===== src/sv/sorted_timer_event_queue_macros.svh =====
// Assertion macros for the sorted timer event queue.
`ifndef SORTED_TIMER_EVENT_QUEUE_MACROS_SVH
`define SORTED_TIMER_EVENT_QUEUE_MACROS_SVH
`ifndef SYNTHESIS
// Implication that must hold at every clock edge outside reset.
`define STQ_ASSERT_IMPL(label, clk, rst_n, ante, cons) \
	label: assert property (@(posedge clk) disable iff (!rst_n) (ante) |-> (cons)) \
		else $error("stq assertion failed");
// Condition that must never be true outside reset.
`define STQ_ASSERT_NEVER(label, clk, rst_n, cond) \
	label: assert property (@(posedge clk) disable iff (!rst_n) !(cond)) \
		else $error("stq assertion failed");
`else
`define STQ_ASSERT_IMPL(label, clk, rst_n, ante, cons)
`define STQ_ASSERT_NEVER(label, clk, rst_n, cond)
`endif
`endif


===== src/sv/stq_pkg.sv =====
// Package with the types and codes of the sorted timer event queue.
`timescale 1ns / 1ps
package stq_pkg;
	localparam int DUE_BITS = 32;
	localparam int ID_PORT_BITS = 16;

	typedef enum logic [1:0] {
		ST_FIRED   = 2'd0,
		ST_INSERTED = 2'd1,
		ST_DROPPED = 2'd2
	} status_t;

	typedef enum logic [2:0] {
		S_IDLE,
		S_INS_RD,
		S_INS_CMP,
		S_INS_PUT,
		S_TK_RD,
		S_TK_CMP,
		S_FLUSH,
		S_DONE
	} state_t;

	localparam logic FUNC_INSERT = 1'b0;
	localparam logic FUNC_TICK   = 1'b1;
endpackage


===== src/sv/stq_ram.sv =====
// Generic simple dual-port RAM with a registered read.
`timescale 1ns / 1ps
module stq_ram #(
	parameter int WIDTH = 8,
	parameter int DEPTH = 16
) (
	input  logic                     clk,
	input  logic                     wr_en,
	input  logic [$clog2(DEPTH)-1:0] wr_addr,
	input  logic [WIDTH-1:0]         wr_data,
	input  logic                     rd_en,
	input  logic [$clog2(DEPTH)-1:0] rd_addr,
	output logic [WIDTH-1:0]         rd_data
);
	logic [WIDTH-1:0] mem [DEPTH];

	// write port and registered read port
	always_ff @(posedge clk) begin
		if (wr_en) begin
			mem[wr_addr] <= wr_data;
		end
		if (rd_en) begin
			rd_data <= mem[rd_addr];
		end
	end
endmodule


===== src/sv/sorted_timer_event_queue.sv =====
// Sorted timer event queue: circular buffer in one RAM kept ordered by due cycle.
// Insert: entries are examined from the tail (RAM read, then compare), each later one moved
// one place back, then the result is loaded; an empty or full queue needs no examination.
// Tick: each examined head entry is read from RAM then compared, one result per fired entry.
// One item is taken at a time; output stalls hold the sequencer. Reset (arst_n low) empties
// the queue and drops any pending result; RAM is not cleared.
`timescale 1ns / 1ps
`include "sorted_timer_event_queue_macros.svh"
module sorted_timer_event_queue #(
	parameter int QUEUE_DEPTH = 16,
	parameter int ID_BITS = 16
) (
	input  logic        clk,
	input  logic        arst_n,
	input  logic        s_tvalid,
	output logic        s_tready,
	input  logic [47:0] s_tdata,  // cycle [31:0], event_id [47:32]
	input  logic        s_tuser,  // func
	output logic        m_tvalid,
	input  logic        m_tready,
	output logic [23:0] m_tdata,  // status [1:0], fired_id [17:2], zero fill [23:18]
	output logic        m_tlast
);
	import stq_pkg::*;

	localparam int AW = $clog2(QUEUE_DEPTH);
	localparam int CW = $clog2(QUEUE_DEPTH + 1);
	localparam int IDW = (ID_BITS < ID_PORT_BITS) ? ID_BITS : ID_PORT_BITS;
	localparam int EW = DUE_BITS + IDW;

	state_t state_q, state_d;
	logic [AW-1:0] hd_q, hd_d;
	logic [CW-1:0] cnt_q, cnt_d;
	logic [AW-1:0] j_q, j_d;
	logic [DUE_BITS-1:0] cyc_q;
	logic [IDW-1:0] id_q;
	logic [IDW-1:0] pend_q, pend_d;
	logic pend_v_q, pend_v_d;
	status_t res_q, res_d;
	logic out_valid_q;
	status_t out_status_q;
	logic [IDW-1:0] out_id_q;
	logic out_last_q;

	logic ld;
	status_t ld_status;
	logic [IDW-1:0] ld_id;
	logic ld_last;
	logic rd_en, wr_en;
	logic [AW-1:0] rd_addr, wr_addr;
	logic [EW-1:0] wr_data, rd_data;
	logic [DUE_BITS-1:0] rd_due;
	logic [IDW-1:0] rd_id;
	logic accept, out_free, full;
	logic [DUE_BITS-1:0] in_cyc;
	logic [IDW-1:0] in_id;

	// map a position in the queue to a RAM address
	function automatic logic [AW-1:0] phys(input logic [AW-1:0] hd, input logic [AW:0] off);
		logic [AW:0] s;
		s = {1'b0, hd} + off;
		if (s >= (AW+1)'(QUEUE_DEPTH)) begin
			s = s - (AW+1)'(QUEUE_DEPTH);
		end
		return s[AW-1:0];
	endfunction

	assign in_cyc = s_tdata[31:0];
	assign in_id = s_tdata[32 +: IDW];
	assign s_tready = (state_q == S_IDLE);
	assign accept = s_tvalid && s_tready;
	assign out_free = !out_valid_q || m_tready;
	assign full = (cnt_q == CW'(QUEUE_DEPTH));
	assign rd_due = rd_data[EW-1:IDW];
	assign rd_id = rd_data[IDW-1:0];

	stq_ram #(.WIDTH(EW), .DEPTH(QUEUE_DEPTH)) u_ram (
		.clk(clk), .wr_en(wr_en), .wr_addr(wr_addr), .wr_data(wr_data),
		.rd_en(rd_en), .rd_addr(rd_addr), .rd_data(rd_data)
	);

	// sequencer: next state, RAM accesses and result loads
	always_comb begin
		state_d = state_q;
		hd_d = hd_q;
		cnt_d = cnt_q;
		j_d = j_q;
		pend_d = pend_q;
		pend_v_d = pend_v_q;
		res_d = res_q;
		ld = 1'b0;
		ld_status = ST_FIRED;
		ld_id = pend_q;
		ld_last = 1'b1;
		rd_en = 1'b0;
		rd_addr = phys(hd_q, (AW+1)'(j_q));
		wr_en = 1'b0;
		wr_addr = phys(hd_q, '0);
		wr_data = {cyc_q, id_q};
		case (state_q)
			S_IDLE: begin
				if (accept) begin
					if (s_tuser == FUNC_INSERT) begin
						if (full) begin
							res_d = ST_DROPPED;
							state_d = S_DONE;
						end else if (cnt_q == '0) begin
							wr_en = 1'b1;
							wr_data = {in_cyc, in_id};
							cnt_d = cnt_q + 1'b1;
							res_d = ST_INSERTED;
							state_d = S_DONE;
						end else begin
							j_d = AW'(cnt_q - 1'b1);
							state_d = S_INS_RD;
						end
					end else if (cnt_q != '0) begin
						state_d = S_TK_RD;
					end
				end
			end
			S_INS_RD: begin
				rd_en = 1'b1;
				state_d = S_INS_CMP;
			end
			S_INS_CMP: begin
				// move a later entry one place back, or drop the new one in behind it
				wr_en = 1'b1;
				wr_addr = phys(hd_q, (AW+1)'(j_q) + 1'b1);
				if (rd_due > cyc_q) begin
					wr_data = rd_data;
					if (j_q == '0) begin
						state_d = S_INS_PUT;
					end else begin
						j_d = j_q - 1'b1;
						state_d = S_INS_RD;
					end
				end else begin
					cnt_d = cnt_q + 1'b1;
					res_d = ST_INSERTED;
					state_d = S_DONE;
				end
			end
			S_INS_PUT: begin
				wr_en = 1'b1;
				cnt_d = cnt_q + 1'b1;
				res_d = ST_INSERTED;
				state_d = S_DONE;
			end
			S_TK_RD: begin
				rd_en = 1'b1;
				rd_addr = hd_q;
				state_d = S_TK_CMP;
			end
			S_TK_CMP: begin
				if (rd_due == cyc_q) begin
					// pop the head; the previous fired entry goes out unmarked
					if (!pend_v_q || out_free) begin
						ld = pend_v_q;
						ld_last = 1'b0;
						pend_d = rd_id;
						pend_v_d = 1'b1;
						hd_d = phys(hd_q, (AW+1)'(1));
						cnt_d = cnt_q - 1'b1;
						state_d = (cnt_q == CW'(1)) ? S_FLUSH : S_TK_RD;
					end
				end else begin
					state_d = pend_v_q ? S_FLUSH : S_IDLE;
				end
			end
			S_FLUSH: begin
				if (out_free) begin
					ld = 1'b1;
					pend_v_d = 1'b0;
					state_d = S_IDLE;
				end
			end
			S_DONE: begin
				if (out_free) begin
					ld = 1'b1;
					ld_status = res_q;
					ld_id = id_q;
					state_d = S_IDLE;
				end
			end
			default: begin
				state_d = S_IDLE;
			end
		endcase
	end

	// control registers
	always_ff @(posedge clk or negedge arst_n) begin
		if (!arst_n) begin
			state_q <= S_IDLE;
			hd_q <= '0;
			cnt_q <= '0;
			pend_v_q <= 1'b0;
			out_valid_q <= 1'b0;
		end else begin
			state_q <= state_d;
			hd_q <= hd_d;
			cnt_q <= cnt_d;
			pend_v_q <= pend_v_d;
			if (ld) begin
				out_valid_q <= 1'b1;
			end else if (m_tready) begin
				out_valid_q <= 1'b0;
			end
		end
	end

	// payload registers
	always_ff @(posedge clk) begin
		j_q <= j_d;
		pend_q <= pend_d;
		res_q <= res_d;
		if (accept) begin
			cyc_q <= in_cyc;
			id_q <= in_id;
		end
		if (ld) begin
			out_status_q <= ld_status;
			out_id_q <= ld_id;
			out_last_q <= ld_last;
		end
	end

	assign m_tvalid = out_valid_q;
	assign m_tdata = {6'd0, ID_PORT_BITS'(out_id_q), out_status_q};
	assign m_tlast = out_last_q;

	`STQ_ASSERT_NEVER(a_cnt_range, clk, arst_n, cnt_q > CW'(QUEUE_DEPTH))
	`STQ_ASSERT_IMPL(a_idle_no_pend, clk, arst_n, state_q == S_IDLE, !pend_v_q)
	`STQ_ASSERT_IMPL(a_drop_keeps, clk, arst_n, accept && s_tuser == FUNC_INSERT && full, ##1 $stable(cnt_q) && $stable(hd_q))
	`STQ_ASSERT_IMPL(a_status_code, clk, arst_n, out_valid_q, out_status_q == ST_FIRED || out_status_q == ST_INSERTED || out_status_q == ST_DROPPED)
endmodule


===== config.mk =====
export PLATFORM = sky130hd
export DESIGN_NAME = sorted_timer_event_queue
export DESIGN_NICKNAME = d
export VERILOG_FILES = /design/src/sv/stq_pkg.sv /design/src/sv/stq_ram.sv /design/src/sv/sorted_timer_event_queue.sv
export VERILOG_INCLUDE_DIRS = /design/src /design/src/sv
export SDC_FILE = /design/constraint.sdc
export NUM_CORES = 1
export LEC_CHECK = 0
export ABC_AREA = 1
export BUFFER_PORTS_ARGS = -buffer_cell sky130_fd_sc_hd__buf_2
export CAP_MARGIN = 30
export CORE_ASPECT_RATIO = 1.75
export CORE_MARGIN = 5
export CORE_UTILIZATION = 50
export CTS_CLUSTER_SIZE = 40
export DETAILED_ROUTE_END_ITERATION = 16
export GPL_TIMING_DRIVEN = 1
export PLACE_DENSITY = 0.68
export SLEW_MARGIN = 20
export SYNTH_ARGS = -nofsm -noshare
export SYNTH_HDL_FRONTEND = slang
export SYNTH_SLANG_ARGS = --single-unit

===== constraint.sdc =====
create_clock -name clk -period 5.9 [get_ports clk]
set_input_delay 0.295 -clock clk [delete_from_list [all_inputs] [get_ports clk]]
set_output_delay 0.295 -clock clk [all_outputs]
set_load 0.05 [all_outputs]

Word-level counts from Yosys, hierarchy flattened
Memories as Yosys holds them, arrays and structs flattened. A register that Yosys moved wholly into a read port is not among the register bits. Cells that the tools add are included.

Add/sub/neg operators: 11. Muxes and demuxes: 67. Equal/unequal tests: 25. Bitwise logic cells: 0. Shift operators: 0. Reduce and logical (&&, ||, !) cells: 25. Divide/modulo/power cells: 0. $mul: 0. $lt $le $gt $ge: 5.

Operators by type and width (number): 2-to-1 mux 48 bit (5); one-hot mux 48 bit (2 select lines) (1); 2-to-1 mux 4 bit (12); 2-to-1 mux 5 bit (7); equality test 32 bit (1); > comparator 32 bit (1); 2-to-1 mux 16 bit (2); 2-to-1 mux 3 bit (10); one-hot mux 3 bit (7 select lines) (1); one-hot mux 5 bit (4 select lines) (1); subtractor 4 x 1 -> 4 bit, second input constant (5); inequality test 2 bit, second input constant (9); 2-to-1 mux 1 bit (16); greater-or-equal comparator 5 bit, second input constant (3); 2-to-1 mux 2 bit (7); equality test 3 bit, second input constant (4); adder 4 x 1 -> 5 bit, second input constant (2); one-hot mux 4 bit (2 select lines) (1); AND reduction 4 bit (2); AND reduction 8 bit (1); AND reduction 7 bit (1); equality test 3 x 2 -> 1 bit, second input constant (2); inequality test 2 x 1 -> 1 bit, second input constant (3); one-hot mux 1 bit (2 select lines) (3); other kinds (26) (33).

Input port bits: 53. Logic and storage cells: 147. RAM bits: 768. Output and inout port bits: 27. Memory bits (read-only): 0. Latch bits: 0. Flip-flop bits (word level): 103. Memories kept: 1.

Memory list: u_ram.mem (depth 16, bits a word 48, rd ports 1, clocked after Yosys merged registers in 1, wr ports 1, RTL line stq_ram.sv:15) `logic [WIDTH-1:0] mem [DEPTH];`.

Longest topological paths before layout
Gate-level depths: netlist (run 1).

Depth in word-level cells: 8. Gate-level depth with buffers: 20. Mapped depth without buffers: 18.

Modules after synthesis
Synthesis (run 1) repeated with hierarchy kept, for this count alone.

Cells, all modules: 4084. Area, all modules: 41599.9 um^2.

Modules (own cells, without submodules): stq_ram (cells each 3165, area each 34469.3 um^2, instances 1, seq. area each 24503.5 um^2); sorted_timer_event_queue (cells each 919, area each 7130.6 um^2, instances 1, seq. area each 3022.9 um^2).

Least setup slack after synthesis (run 1)
Ideal clock, no wire load.

Path type: reg2reg. Start: register state_q[2]. End: memory u_ram.mem[2][0] (netlist name) (enable). Clock period less this slack: 5.756 ns. Slack: 0.144 ns. Data arrival time: 5.302 ns. Cell stages (with the launch flop): 12. Cell sequence: dfrtp_1 -> buf_2 -> nor2_2 -> inv_2 -> nor2_4 -> inv_2 -> nor2_2 -> nand3_2 -> buf_2 -> nand2_1 -> nand3_1 -> nor2_1.

Word-level cells in the longest chain between the ends: 6.

RTL lines: from (decl) (RTL line sorted_timer_event_queue.sv:31) `state_t state_q, state_d;`; from (signal assigned) (RTL line sorted_timer_event_queue.sv:201) `state_q <= state_d;`; logical NOT 3 bit (RTL line sorted_timer_event_queue.sv:70) `assign s_tready = (state_q == S_IDLE);`; via s_tready (RTL line sorted_timer_event_queue.sv:16) `output logic s_tready,`; logical AND 1 bit (RTL line sorted_timer_event_queue.sv:71) `assign accept = s_tvalid && s_tready;`; via accept (RTL line sorted_timer_event_queue.sv:54) `logic accept, out_free, full;`; 2-to-1 mux 1 bit (RTL line sorted_timer_event_queue.sv:102) `if (accept) begin`; one-hot mux 1 bit (2 select lines) (RTL line sorted_timer_event_queue.sv:100) `case (state_q)`; 2-to-1 mux 1 bit (RTL line stq_ram.sv:19) `if (wr_en) begin`; 2-to-1 mux 1 bit (implied by the code) (RTL line stq_ram.sv:20) `mem[wr_addr] <= wr_data;`; to (decl) (RTL line stq_ram.sv:15).

The timed path passes the listed nets, and every way through them passes these cells.

Worst setup path after layout (run 1)
Start: register u_ram.rd_data[23], read port of u_ram.mem. End: memory u_ram.mem[0][27] (netlist name), data pin.

Word-level cells in the longest chain between the ends: 3.

RTL lines: from (decl) (RTL line stq_ram.sv:13) `output logic [WIDTH-1:0] rd_data`; > comparator 32 bit (RTL line sorted_timer_event_queue.sv:130) `if (rd_due > cyc_q) begin`; 2-to-1 mux 48 bit (RTL line sorted_timer_event_queue.sv:130); one-hot mux 48 bit (2 select lines) (RTL line sorted_timer_event_queue.sv:100); via u_ram.wr_data[27] (RTL line stq_ram.sv:10) `input logic [WIDTH-1:0] wr_data,`.

The timed path passes the listed nets, and every way through them passes these cells.

==> impl_results.md, run 1 <==
- Post-synthesis cell count: 2871
- Total grt overflow: 0
- CTS root buf: clkbuf_16
- CP Class: flip-flop to flip-flop
- Final Cycle Share: 78.7%
- CP Capture Type: flip-flop
- CTS Buffer Depth: 3
- Crit start category: flip-flop
- Ports: 80
- P_int: 15.4 mW
- Clock sinks: 919
- Setup Viol. Count Final: 0
- Post-synthesis cell type count: 44
- Final Cell Area: 0.0421 mm2
- Number of global-route vias before repair: 24900
- Most common cell after layout, fill and taps aside: edfxtp_1
- Area after DPL: 0.0390 mm2
- Seq/Total Area, Yosys: 73.5%
- P_leak: 14.2 nW
- Syn_area_per_cell: 13.1 um2
- Area of the die: 0.0807 mm2
- Pin count of the biggest net entering global routing: 193
- Die Span Y: 372 um
- Slew Limit Fails: 0
- Routability congestion estimate from global placement: 0.832
- Share of layout cells above drive strength 1: 9.45%
- Max stage delay cell, worst path: buf_4
- Measured slew at the worst slew-check pin: 983 ps
- Switching Share: 42.5%
- DR vias: 25000
- Fill cell count: 5740
- DR iter-0 viols: 3132
- Clk Latency, worst-skew pair: 660 ps
- Gate power share: 44.5%
- Largest stage delay, worst path: 530 ps
- Period minus WS final: 4640 ps
- Pre-CTS setup slack: 1420 ps
- Required time of the critical path: 6250 ps
- R2R Setup Slk: 1260 ps
- Die X: 217 um
- Number of vias per cell: 6.33
- First drt pass iteration count: 6
- RR Endpoint: u_ram.mem[0][27]
- Rows: 132
- DP Wirelength: 56300 um
- First-pass GRT wire length: 152000 um
- Worst Reg-to-Reg Cells: 12
- Synth Register Bits: 919
- Peak VDD IR: 0.954 mV
- Clock share of power: 19.3%
- Count of buffers from port buffering: 73
- Synthesized area: 0.0375 mm2
- Area delta synth->final: 12.4%
- Data arrival time of the worst path: 4990 ps
- Final hold viol count: 0
- Status: finished clean
- Core box area: 0.0742 mm2
- Initial Utilization: 50.5%
- YS warnings: 0
- Max_cap viols: 0
- Setup TNS: 0 ps
- Worst-case clock skew: 28.2 ps
- Post-route setup slack: 1260 ps
- Most frequent cells in the layout: 905 x edfxtp_1, 405 x nor2_1, 332 x o21ai_0
- Critical-path cell list: ha_1 -> nand2_1 -> nor2_1 -> nand4_1 -> nor2_1 -> nand2_1 -> nand2_1 -> nand2_1 -> nand2_2 -> buf_4 -> nand2_1 -> nand3_1
- WL/cell: 26.0 um
- Post-route insts no fill: 3945
- Seq pwr share: 36.2%
- R2r startpoint: u_ram.rd_data[23]
- Worst hold path class: input pin to asynchronous set/reset pin
- Slew headroom: 34.3%
- Antenna-violating nets left: 0
- Placed Cells: 3748
- Final Power: 26.9 mW
- CP dominant cell by count: nand2_1
- Nets: 3042
- Total track usage: 25.0%
- Post-CTS Setup Inserts: 0
- Total Wirelength: 103000 um
- Clock transition at path regs: 70 ps
- CTS tree: yes
- Power per cell area: 638 mW/mm2
- Critical Path Fanout Max: 27
- RSZ-0062 raised after global routing: no
- DRC: 0
- H-tree levels: 3
- Final core area utilization: 56.8%
- TritonCTS Buffers: 81
- Worst hold slack: 108 ps
- Sw Pwr: 11.4 mW
- Peak Freq: 215 MHz
- Initial antenna violation count: 1
==> repair_timing <==
| action | CTS | global route |
|---|---|---|
| hold buffers | 49 | 0 |
| gates resized for setup | 0 | 0 |
| endpoints found under the hold margin | 62 | 0 |
==> power groups by stage <==
stage                     clock [mW]  sequential [mW]  combinational, mW
after global routing            5.49             9.78               13.0
after CTS                       5.23             9.72               11.8
final                           5.18             9.72               12.0
after detailed placement           0             9.85               11.7
after floorplan                    0             9.85               7.69
after global placement             0             9.83               11.2
==> cell usage after synthesis (all sizes together) <==
master / number / area [um2]
nand3b: 1 / 7.51
nor3: 6 / 35.0
o22ai: 7 / 43.8
nor2: 427 / 1620
a21o: 1 / 7.51
xor2: 11 / 96.3
or2: 2 / 12.5
o211ai: 13 / 97.6
edfxtp: 905 / 27200
a211oi: 1 / 7.51
o221ai: 180 / 1580
o21ai: 470 / 2370
a31oi: 1 / 6.26
a21oi: 67 / 339
mux2i: 1 / 10.0
nand3: 162 / 816
nand4: 6 / 37.5
nand2: 242 / 921
a32oi: 1 / 8.76
fa: 2 / 40.0
ha: 41 / 513
dfrtp: 14 / 350
clkbuf: 84 / 315
buf: 110 / 571
o21a: 3 / 22.5
a2bb2oi: 1 / 8.76
inv: 101 / 379
conb: 1 / 3.75
xnor2: 5 / 43.8
o21bai: 5 / 37.5
==> layer usage <==
metal	up-vias	GRT usage (%)	share of wire (%)
li1	10900	-	-
met1	12400	31.0	37
met2	1350	43.6	51
met3	307	3.84	7.8
met4	2	11.5	4.4
met5	-	0	0.014
==> worst max path at each step <==
stage | start | endpoint
6_report | u_ram.rd_data[23] | u_ram.mem[0][27]
5_1_grt | u_ram.rd_data[23] | u_ram.mem[15][27]
4_1_cts | u_ram.rd_data[23] | u_ram.mem[0][27]
3_5_place_dp | u_ram.rd_data[23] | u_ram.mem[2][27]
3_3_place_gp | u_ram.rd_data[23] | u_ram.mem[3][27]
2_1_floorplan | state_q[2] | u_ram.mem[2][0]
==> area by class of cell <==
class                      count  area [um2]  area share, %
sequential                   919       27500           65.3
clock inverter                42         379          0.900
timing repair buffer         181        1630           3.87
inverter                     101         394          0.936
tap                          938        1170           2.79
clock buffer                 101        2140           5.09
antenna                        1        2.50        0.00594
multi-input combinational   1662        8870           21.1
==> flip-flops by register name, summed over array words and instances (netlist names) <==
signal,count
cyc_q,32
hd_q,4
u_ram.rd_data,48
out_status_q,2
m_tvalid,1
res_q,2
state_q,3
m_tlast,1
u_ram.mem,768
out_id_q,16
pend_q,16
j_q,4
cnt_q,5
id_q,16
pend_v_q,1
==> worst max-delay path: cells and delay by family (launching register included) <==
| kind | cells | cell delay, ps |
|---|---|---|
| fa+ha+maj | 1 | 360 |
| buf+inv | 1 | 530 |
| flops | 1 | 480 |
| simple gates | 10 | 2940 |
==> kinds of logic (layout without fill, tap and decap cells) <==
family | count (synthesis) | count (layout) | share of synthesized area [%]
flip-flops | 919 | 919 | 73.5
other | 1 | 7 | 0.0100
adder cells (fa/ha/maj) | 43 | 43 | 1.48
buffers and inverters | 295 | 425 | 3.38
AO/OA/AOI/OAI | 750 | 750 | 12.1
multiplexers | 1 | 1 | 0.0267
XOR/XNOR | 16 | 16 | 0.374
AND/OR/NAND/NOR | 846 | 846 | 9.21
Note: power is estimated with default switching activity, not from simulation.
==> inputs of run 2 (changes only) <==
--- a/config.mk
+++ b/config.mk
@@ -6,7 +6,7 @@
 export SDC_FILE = /design/constraint.sdc
 export NUM_CORES = 1
 export LEC_CHECK = 0
-export ABC_AREA = 1
+export ABC_AREA = 0
 export BUFFER_PORTS_ARGS = -buffer_cell sky130_fd_sc_hd__buf_2
 export CAP_MARGIN = 30
 export CORE_ASPECT_RATIO = 1.75
@@ -15,7 +15,7 @@
 export CTS_CLUSTER_SIZE = 40
 export DETAILED_ROUTE_END_ITERATION = 16
 export GPL_TIMING_DRIVEN = 1
-export PLACE_DENSITY = 0.68
+export PLACE_DENSITY = 0.7
 export SLEW_MARGIN = 20
 export SYNTH_ARGS = -nofsm -noshare
 export SYNTH_HDL_FRONTEND = slang
==> constraint.sdc (replaced) <==
create_clock -name clk -period 3.8 [get_ports clk]
set_input_delay 0.19 -clock clk [delete_from_list [all_inputs] [get_ports clk]]
set_output_delay 0.19 -clock clk [all_outputs]
set_load 0.05 [all_outputs]
==> run 2 against run 1 <==
  * Setup slack worse by 1100 ps
  * Largest power group is now registers
  * Area after synthesis is 1.9% lower
  * Clock power is 50% higher
  * Total power is 15% higher
  * Count of clock-buffer cells in the layout is 10 lower
  * Largest cell class unchanged
  * Clock skew is 1.1 ps lower
==> impl_results.md, run 2 <==
- CP startpoint: u_ram.rd_data[33]
- Pre-CTS setup slack: 113 ps (-1310 ps)
- DRC: 0 (unchanged)
- CTS root buf: clkbuf_16
- CTS Hold Bufs: 51 (+4.1%)
- Measured slew at the worst slew-check pin: 762 ps (-221 ps)
- RSZ-0062 raised after global routing: no
- Fill cell count: 5206 (-9.3%)
- YS warnings: 0 (unchanged)
- Slew Limit Fails: 0 (unchanged)
- Biggest regs: u_ram.mem (768), u_ram.rd_data (48), cyc_q (32)
- Setup TNS: 0 ps (unchanged)
- Number of vias per cell: 6.19 (-2.1%)
- First drt pass iteration count: 5 (-1)
- Count of buffers from port buffering: 73 (unchanged)
- Post-route insts no fill: 2979 (-24%)
- Ys flop type: edfxtp_1
- Seq/Total Area, Yosys: 74.9% (+1.5 points)
- # resized after CTS: 0 (unchanged)
- Core box area: 0.0729 mm2 (-1.6%)
- Rows: 131 (-0.76%)
- Pin count of the biggest net entering global routing: 57 (-70%)
- R2r startpoint: u_ram.rd_data[33]
- DR vias: 18500 (-26%)
- Worst hold path class: input pin to asynchronous set/reset pin
- Status: finished clean
- Final hold viol count: 0 (unchanged)
- Top-count cell post-synth: edfxtp_1
- Data arrival time of the worst path: 4030 ps (-960 ps)
- Initial Utilization: 50.4% (-0.15 points)
- Total Wirelength: 84800 um (-17%)
- First-pass GRT wire length: 125000 um (-18%)
- Share of layout cells above drive strength 1: 24.1% (+15 points)
- Final Power: 30.9 mW (+15%)
- Post-synthesis cell type count: 58 (+32%)
- Area of the die: 0.0792 mm2 (-1.9%)
- EDFF count, synth: 905 (unchanged)
- Die Span Y: 369 um (-0.95%)
- Period minus WS final: 3680 ps (-962 ps)
- Top post-synthesis cells by area: edfxtp_1 74%, mux4_2 12%, mux2i_1 1.5%
- Yosys top cell by area: edfxtp_1
- Post-route setup slack: 118 ps (-1140 ps)
- Area delta synth->final: 14.4%
- Most common cell after layout, fill and taps aside: edfxtp_1
- TritonCTS Buffers: 76 (-6.2%)
- Ports: 80 (unchanged)
- Antenna-violating nets left: 0 (unchanged)
- Post-CTS Setup Inserts: 0 (unchanged)
- DP Wirelength: 45700 um (-19%)
- WL/cell: 28.5 um (+9.4%)
- Critical Path Fanout Max: 30 (+11%)
- Ys async rst share: 1.52% (unchanged)
- Syn_area_per_cell: 20.3 um2 (+56%)
- DR iter-0 viols: 1683 (-46%)
- CP Capture Type: flip-flop
- Peak VDD IR: 0.654 mV (-31%)
- Nets: 2085 (-31%)
- Reg with most FFs: u_ram.mem
- Share of the synthesized area in the top cell type: 74.0% (+1.4 points)
- Power per cell area: 736 mW/mm2 (+15%)
- CTS tree: yes
- Die X: 215 um (-0.93%)
- Clock sinks: 919 (unchanged)
- Clk Latency, worst-skew pair: 620 ps (-40 ps)
- Setup Viol. Count Final: 0 (unchanged)
- R2R Setup Slk: 120 ps (-1140 ps)
- Total track usage: 21.3% (-3.8 points)
- Clock transition at path regs: 70 ps (about the same)
- H-tree levels: 3 (unchanged)
- Total grt overflow: 0 (unchanged)
- Final core area utilization: 57.6% (+0.82 points)
- Max_cap viols: 0 (unchanged)
- Peak Freq: 272 MHz (+26%)
- Number of global-route vias before repair: 18900 (-24%)
- CP Class: flip-flop to flip-flop
- Final Cycle Share: 96.9% (+18 points)
- Initial antenna violation count: 2 (+1)
- CTS Buffer Depth: 3 (unchanged)
- Most frequent cells in the layout: 905 x edfxtp_1, 192 x mux4_2, 79 x clkbuf_16
- Post-synthesis cell count: 1809 (-37%)
- Synth Register Bits: 919 (unchanged)
- P_leak: 14.0 nW (-1.0%)
- Synthesized area: 0.0367 mm2 (-1.9%)
- Max FFs per register: 768 (unchanged)
- Crit start category: flip-flop
- Routability congestion estimate from global placement: 0.815 (-2.0%)
- Synth top cells by count: 905 x edfxtp_1, 192 x mux4_2, 69 x a21oi_1
- Worst-case clock skew: 27.1 ps (-1.09 ps)
- Slew headroom: 48.6% (+14 points)
- Placed Cells: 2791 (-26%)
- Required time of the critical path: 4150 ps (-2100 ps)
==> run 2: cell count changes after synthesis, sizes merged, moves of 54 or more <==
cell / previous run / this run
o21ai: 470 / 16
nor2: 427 / 16
nand2: 242 / 19
mux4: 0 / 192
o221ai: 180 / 0
nand3: 162 / 11
buf: 110 / 52
inv: 101 / 44
a21o: 1 / 55
==> run 2: worst paths after layout <==
path	end	cells after the start
setup / recovery	u_ram.mem[7][35]	9
hold / removal	cnt_q[2]	2
setup reg to reg	u_ram.mem[7][35]	9
hold reg to reg	pend_q[8]	0
max in group asynchronous	state_q[1]	2
min in group clk	state_q[0]	4
==> run 2: kinds of logic after synthesis <==
family	Yosys count	share of synthesized area, %
AOI/OAI and AO/OA	261	4.98
xor gates and xnor gates	18	0.429
adders and majority gates	43	1.51
buffers and inverters	146	1.91
DFF	919	74.9
muxes	263	13.8
other	1	0.0102
and+or+nand+nor	158	2.49
==> run 2: area by class of cell <==
class | instances | area, um2 | share of cell area (%)
timing repair buffer | 199 | 2010 | 4.79
inverter | 44 | 165 | 0.393
clock buffer | 91 | 2020 | 4.81
clock inverter | 45 | 410 | 0.976
sequential | 919 | 27500 | 65.5
multi-input combinational | 749 | 8730 | 20.8
antenna | 1 | 2.50 | 0.00595
tap | 931 | 1160 | 2.77
==> run 2: worst max-delay path: stages, from the launching register on <==
cell,delay (ps)
edfxtp_1,400
ha_1,310
a21oi_1,170
o21ai_0,180
a22o_1,270
or4_1,550
nor2_1,300
a2111o_2,210
buf_4,490
a21o_1,520
==> run 2: where the power goes <==
part	total [mW]	internal [mW]	switching [mW]	leakage, nW
clock network	7.75	4.29	3.46	1.18
logic	9.62	3.92	5.69	4.51
registers	13.6	13.2	0.400	8.35
==> run 2: per-layer routing <==
metal  up-vias  wire (um)  global-route usage (%)
li1       7804          -                       -
met2       823      43800                    36.9
met4         0       1740                    5.34
met1      9716      33000                    28.6
met5         -          0                       0
met3       109       6320                    3.41
==> run 2: metrics by stage <==
stage	hold slack [ps]	instance area (um2)
2_1_floorplan	-106	36900
3_3_place_gp	132	39100
3_5_place_dp	126	39100
4_1_cts	0.227	42000
5_1_grt	45.3	42000
6_report	33.7	42000
